===== src/htpi_pkg.sv =====
// Shared types and codes for the hash table probe and insert block.
`default_nettype none

package htpi_pkg;

   localparam logic OP_INSERT = 1'b0;
   localparam logic OP_LOOKUP = 1'b1;

   typedef enum logic [2:0] {
      ST_NEW       = 3'd0,
      ST_REPLACED  = 3'd1,
      ST_FOUND     = 3'd2,
      ST_NOT_FOUND = 3'd3,
      ST_FULL      = 3'd4,
      ST_ZERO_KEY  = 3'd5
   } rsp_status_type;

   typedef struct packed {
      logic clr_wr;
      logic load;
      logic mem_rd;
      logic advance;
      logic mem_wr;
      logic res_zero;
      logic res_check;
      logic out_load;
   } htpi_cmd_type;

   typedef struct packed {
      logic key_zero;
      logic slot_stop;
      logic probe_last;
      logic clr_last;
      logic out_free;
      logic op_insert;
   } htpi_stat_type;

endpackage

`default_nettype wire


===== src/htpi_ctrl.sv =====
// Controller state machine that sequences clearing, probing and result delivery.
`default_nettype none

module htpi_ctrl
   import htpi_pkg::*;
(
   input  wire logic          clock,
   input  wire logic          reset,
   input  wire logic          req_tvalid,
   output logic               req_tready,
   output htpi_cmd_type       cmd,
   input  wire htpi_stat_type stat
);

   typedef enum logic [4:0] {
      S_CLEAR = 5'b00001,
      S_IDLE  = 5'b00010,
      S_READ  = 5'b00100,
      S_CHECK = 5'b01000,
      S_RESP  = 5'b10000
   } state_type;

   state_type state_ff;
   state_type state_in;
   logic      accept;
   logic      done_check;

   assign req_tready = (state_ff == S_IDLE);
   assign accept     = req_tready && req_tvalid;
   assign done_check = stat.slot_stop || stat.probe_last;

   always_comb begin
      cmd           = '0;
      cmd.clr_wr    = (state_ff == S_CLEAR);
      cmd.load      = accept;
      cmd.res_zero  = accept && stat.key_zero;
      cmd.mem_rd    = (state_ff == S_READ);
      cmd.advance   = (state_ff == S_CHECK) && !done_check;
      cmd.res_check = (state_ff == S_CHECK) && done_check;
      cmd.mem_wr    = (state_ff == S_CHECK) && stat.slot_stop && stat.op_insert;
      cmd.out_load  = (state_ff == S_RESP) && stat.out_free;
   end

   always_comb begin
      state_in = state_ff;
      unique case (state_ff)
         S_CLEAR: begin
            if (stat.clr_last) begin
               state_in = S_IDLE;
            end
         end
         S_IDLE: begin
            if (accept) begin
               state_in = stat.key_zero ? S_RESP : S_READ;
            end
         end
         S_READ: begin
            state_in = S_CHECK;
         end
         S_CHECK: begin
            state_in = done_check ? S_RESP : S_READ;
         end
         S_RESP: begin
            if (stat.out_free) begin
               state_in = S_IDLE;
            end
         end
         default: begin
            state_in = S_CLEAR;
         end
      endcase
   end

   always_ff @(posedge clock) begin
      if (reset) begin
         state_ff <= S_CLEAR;
      end else begin
         state_ff <= state_in;
      end
   end

   a_no_write_during_clear: assert property (@(posedge clock) disable iff (reset)
      !(cmd.clr_wr && cmd.mem_wr))
      else $error("Table write issued during the clearing pass.");

   a_accept_starts_work: assert property (@(posedge clock) disable iff (reset)
      accept |=> (state_ff == S_READ || state_ff == S_RESP))
      else $error("Accepted request did not start a probe or a result.");

   a_check_follows_read: assert property (@(posedge clock) disable iff (reset)
      (state_ff == S_CHECK) |-> ($past(state_ff) == S_READ))
      else $error("Slot compare without a preceding slot read.");

endmodule

`default_nettype wire


===== config.mk =====
export PLATFORM = sky130hd
export DESIGN_NAME = htpi_ctrl
export DESIGN_NICKNAME = d
export VERILOG_FILES = /design/src/htpi_pkg.sv /design/src/htpi_ctrl.sv
export SDC_FILE = /design/constraint.sdc
export NUM_CORES = 1
export LEC_CHECK = 0
export BUFFER_PORTS_ARGS = -buffer_cell sky130_fd_sc_hd__buf_4
export CORE_AREA = 2 2 39 41
export CTS_BUF_LIST = sky130_fd_sc_hd__clkbuf_4
export DETAILED_ROUTE_END_ITERATION = 10
export DIE_AREA = 0 0 41 43
export PLACE_DENSITY_LB_ADDON = 0.25
export SYNTH_ARGS = -nofsm -noshare
export SYNTH_HDL_FRONTEND = slang
export SYNTH_SLANG_ARGS = --single-unit

===== constraint.sdc =====
create_clock -name clock -period 1.41 [get_ports clock]
set_input_delay 0.0705 -clock clock [delete_from_list [all_inputs] [get_ports clock]]
set_output_delay 0.0705 -clock clock [all_outputs]
set_load 0.03 [all_outputs]

* Word level (Yosys, flattened, before mapping) *
Cells that the tools add are included.

word-level totals
  register bits after elaboration = 5
  latch bits = 0
  bits in writable memories = 0
  ROM bits = 0
  memories = 0

operators by class
  add/subtract/negate cells = 0
  multipliers = 0
  div/mod/pow operators = 0
  order comparisons = 0
  eq/ne operators = 8
  shifts and indexed selects = 0
  muxes and demuxes = 6
  bitwise gates (word level) = 0
  reductions and logical operators = 10

operators with widths
  cell                                                   count
  two-way mux 5 bit                                      5
  one-hot mux 5 bit (5 select lines)                     1
  logical AND 1 bit                                      7
  equality test 5 x 1 -> 1 bit, second input constant    1
  equality test 5 x 2 -> 1 bit, second input constant    1
  equality test 5 x 3 -> 1 bit, second input constant    1
  equality test 5 x 4 -> 1 bit, second input constant    1
  equality test 5 bit, second input constant             1
  inequality test 2 x 1 -> 1 bit, second input constant  2
  AND reduction 3 bit                                    1
  inequality test 2 bit, second input constant           1
  logical NOT 1 bit                                      1
  logical OR 1 bit                                       1

* Depth between registers and ports, before layout *
  word-level depth = 4
  mapped depth = 5
  mapped depth without buffers = 4

* Worst setup path before layout *
OpenSTA, ideal clock, no wires.

  path kind = register -> output
  start = reg state_ff[1]
  end = out cmd[4] (netlist bit)
  arrival = 1.388 ns
  data required time = 1.340 ns
  path slack = -0.049 ns
  cell stages (with the launch flop) = 4
  buffers on the path = 0
  path through = dfxtp_1 -> nor3_1 -> nand3b_1 -> nor3_1

RTL lines
  what                    line             text
  start, declared         htpi_ctrl.sv:23  state_type state_ff;
  start signal, assigned  htpi_ctrl.sv:78  state_ff <= state_in;
  end, declared           htpi_ctrl.sv:11  output htpi_cmd_type cmd,

==> results by stage <==
Floorplanning:
- The y dimension of the die is 43 um.
- The effective utilization at floorplan is 0.245.
- For this design the top-level I/O count stands at 18.
- The floorplan step defined a core boundary enclosing 0.00138 mm2.
- The floorplan has 14 rows.
- Measured along the x axis, the die boundary spans 41 um.
- The floorplan die area is 0.00176 mm2.

Synthesis:
- The count of yosys warnings during synthesis is 0.
- Sorting the synthesized cells by how often they occur yields 5 x sky130_fd_sc_hd__dfxtp_1, 5 x sky130_fd_sc_hd__nor2_1, 4 x sky130_fd_sc_hd__inv_1, 4 x sky130_fd_sc_hd__nor3_1.
- Summing every instance area after synthesis gives 339 um2.
- In this run the mean area of a mapped cell was 7.89 um2.
- The async set-reset flop share out of synthesis is 0.
- By area, the combinational part of the netlist is dominated by simple AND/OR/NAND/NOR gates.
- The primary flip-flop cell chosen by synthesis mapping is sky130_fd_sc_hd__dfxtp_1.
- The number of flops mapped to enable cells by yosys is 0.
- The area share of the largest cell type after synthesis is 0.295.
- Of the synthesized area, sequential elements account for 0.295.
- The area fraction in and, or, nand and nor cells after synthesis is 0.439.
- Summed over all instances, the cell type with the most area after synthesis is sky130_fd_sc_hd__dfxtp_1.
- The multiplexer area fraction after synthesis is 0.
- When the netlist entered floorplanning its net count stood at 52.
- The post-synthesis sequential element count is 5.
- The number of library cell types mapped by synthesis is 25.
- The gate count after technology mapping is 43.
- The compound-gate portion of the synthesized area is 0.173.
- The adder-cell share of the synthesized area is 0.
- Of the total synthesized cell area, the portion taken by XOR and XNOR cells is 0.0258.
- Yosys attributes the largest share of cell area to sky130_fd_sc_hd__dfxtp_1 30%, sky130_fd_sc_hd__nand3b_1 6.6%, sky130_fd_sc_hd__nor3_1 5.9%.

Cells and area:
- The area added between synthesis and finish is 113%.
- Fill cells in the final layout number 136.
- For this run, the number of standard cells in the final layout without fillers is 95.
- The top register by number of flip-flops is state_ff.
- Across the whole layout, storage elements account for 106 um2.
- Of the cells placed in the final design, the portion with a size suffix greater than 1 is 0.671.
- The final layout contains 89 nets.
- The number of flip-flops under the largest register name is 5.
- The antenna diode count is 0.
- The largest registers in the layout are state_ff x5.
- After routing the design area is 721 um2.
- The multi-input combinational cells in the finished layout cover a total of 269 um2.

Worst setup path:
- The delay of the slowest cell on the worst path is 0.32 ns.
- The gate family responsible for the most delay along the worst path is simple AND/OR/NAND/NOR gates.
- The count of cells along the worst register-to-register path is 4.
- STA classifies the critical path endpoint as an output port.
- By instance count, the cell type seen most on the critical path is sky130_fd_sc_hd__buf_6.
- Traced cell by cell, the critical path runs through buf_6 -> nor3_4 -> nand3b_1 -> inv_2 -> and3_4 -> buf_6.
- The classification of the worst setup path is register to output port.
- STA puts the critical path data required time at 1.34 ns.
- The arrival time reported for the critical path endpoint is 1.39 ns.
- The worst-path cell with the longest stage delay is sky130_fd_sc_hd__dfxtp_2.
- The buffer and inverter count on the worst path is 3.
- The type of origin of the critical path is a register.
- In this run the worst path has a maximum fanout of 3.
- The logic depth of the worst path, buffers included is 6.
- The slack of the worst reg-to-reg path is -0.03 ns.

Global routing:
- The total routing resource utilization after global routing is 0.144.
- The maximum number of pins on one net before global-route repair is 8.
- The via count of the first global-routing pass is 434.
- The total overflow reported by the global router is 0.
- The initial antenna violation count was 0.
- The first global-routing pass estimated 1750 um of wire.

Drt:
- The routed wirelength normalized by instance count is 11.7 um.
- The number of vias per cell is 4.97.
- The detail route stage leaves a number of antenna-violating nets equal to 0.
- The routed wire length is 1110 um.
- The routed layout has 472 vias.
- Before antenna repair, the detailed router went through 4 iterations.
- In this run, the number of DRC markers left after iteration 0 of detailed routing was 3.
- In the routed design, unresolved DRC markers number 0.

Timing:
- The number of max-slew violations in the final report is 0.
- The hold violation count in the final report was 0.
- The final count of negative-setup-slack endpoints is 6.
- The post-route minimum period is 1.46 ns.
- The pin slew with the least headroom to its limit is 0.189 ns.
- On the final layout, the worst clock skew is 0.000646 ns.
- Setup repair after global routing could not meet its margin everywhere.
- Measured against its own limit, the worst slew margin works out to 0.873.
- Based on the critical path, the design can be clocked at up to 0.684 GHz.
- Once routing completed, OpenROAD measured the worst setup slack at -0.0519 ns.
- The worst slack on hold paths is 0.136 ns.
- After routing, the total negative slack on setup checks comes to -0.113 ns.
- Dividing the final minimum period by the clock period gives 1.04.

Hold path:
- The worst min-delay path category is input port to register.
- The worst hold path was traced through 3 stages.

Clock tree:
- TritonCTS built the clock tree.
- CTS placed an instance of sky130_fd_sc_hd__clkbuf_4 at the clock tree root.
- The clock passes through at most 2 buffers.
- The H-tree depth reported by CTS is 1.
- The clock insertion delay at the later pin of the skew report is 0.24 ns.
- The clock transition at the registers of the reported paths is 0.05 ns.
- The TritonCTS sink count is 5.
- Clock tree synthesis inserted a total of 3 buffers.

Power:
- The maximum resistive drop on vdd is 458 uV.
- The static leakage is 0.000339 uW.
- The total power after layout is 666 uW.
- The power density normalized to cell area is 924 mW/mm2.

Place:
- The number of buffers inserted by port buffering is 17.
- The half-perimeter wire length of the detailed placement result is 748 um.
- The placed instances occupy a cell area of 546 um2.
- The cell count after placement is 82.
- At the end of routability-driven placement, the weighted congestion stood at 0.788.

Run status:
- The final reports fail on setup timing.
- The flow ran to the end, but the final reports show violations.

Job:
- Across the run, the number of max-cap violations was 0.
## worst paths after layout
check	startpoint	to
hold / removal	stat[5]	state_ff[2]
setup / recovery	state_ff[0]	cmd[2]
setup reg to reg	state_ff[3]	state_ff[4]
hold reg to reg	state_ff[3]	state_ff[1]
## power by group
part / internal (uW) / switching (uW) / leakage, uW
clock: 127 / 63.6 / 0.0000184
combinational: 159 / 135 / 0.000279
sequential: 160 / 21.1 / 0.0000424
total: 446 / 220 / 0.000339
## cell families after synthesis
group           Yosys count
compound gates            8
xor+xnor                  1
buf+inv                   5
flops                     5
simple gates             24
## cells in the final DEF, fill, tap and decap left out
cell type / instances
sky130_fd_sc_hd__o211ai_1: 1
sky130_fd_sc_hd__o21ai_0: 1
sky130_fd_sc_hd__nand4_1: 1
sky130_fd_sc_hd__nor3_1: 1
sky130_fd_sc_hd__o32a_1: 1
sky130_fd_sc_hd__buf_4: 24
sky130_fd_sc_hd__nand2_1: 3
sky130_fd_sc_hd__or3_1: 1
sky130_fd_sc_hd__and4b_1: 1
sky130_fd_sc_hd__nand3b_1: 3
sky130_fd_sc_hd__or4b_4: 1
sky130_fd_sc_hd__dfxtp_2: 5
sky130_fd_sc_hd__xor2_1: 1
sky130_fd_sc_hd__nor2_2: 1
sky130_fd_sc_hd__o221ai_2: 1
sky130_fd_sc_hd__nor2_1: 3
sky130_fd_sc_hd__and3_4: 1
sky130_fd_sc_hd__inv_1: 3
sky130_fd_sc_hd__o21bai_1: 1
sky130_fd_sc_hd__and4bb_2: 1
sky130_fd_sc_hd__nor2_4: 1
sky130_fd_sc_hd__clkbuf_4: 4
sky130_fd_sc_hd__nor3_2: 1
sky130_fd_sc_hd__a21oi_2: 1
sky130_fd_sc_hd__buf_6: 8
sky130_fd_sc_hd__and2_1: 1
sky130_fd_sc_hd__dlygate4sd3_1: 1
sky130_fd_sc_hd__or2_1: 1
sky130_fd_sc_hd__nor3_4: 2
sky130_fd_sc_hd__inv_2: 1
sky130_fd_sc_hd__nand4b_1: 1
sky130_fd_sc_hd__a31o_2: 1
sky130_fd_sc_hd__a31oi_1: 1
## cell type report
cell class / count / area share
Sequential cell: 5 / 0.148
Inverter: 4 / 0.0208
Multi-Input combinational cell: 33 / 0.373
Timing Repair Buffer: 33 / 0.389
Tap cell: 16 / 0.0278
Clock buffer: 4 / 0.0417
## per-stage QoR
stage / utilization / worst slack, ns
2_1_floorplan: - / -0.0242
3_3_place_gp: 0.394 / -0.0120
3_5_place_dp: 0.394 / -0.0353
4_1_cts: 0.487 / -0.0494
5_1_grt: 0.521 / -0.135
6_report: 0.521 / -0.0519
## tightest hold or removal path, delay by kind of cell
kind / cells / cell delay [ns]
AO/OA/AOI/OAI: 1 / 0.13
buffers and inverters: 1 / 0.09
AND/OR/NAND/NOR: 1 / 0.05
## layer usage
layer	vias up	global-route usage	part of all wire
met2	23	0.231	0.50
met1	216	0.173	0.42
li1	231	-	-
met4	0	0.0867	0.013
met5	-	0	0
met3	2	0.0157	0.063
## repair_timing
item	4_1_cts	5_1_grt
hold endpoints to repair	1	0
pin swaps	8	5
gates resized for setup	13	9
hold buffers	1	0
buffers inserted	5	3
endpoints found under the setup margin	11	12
Power figures use the tool's default switching activity.
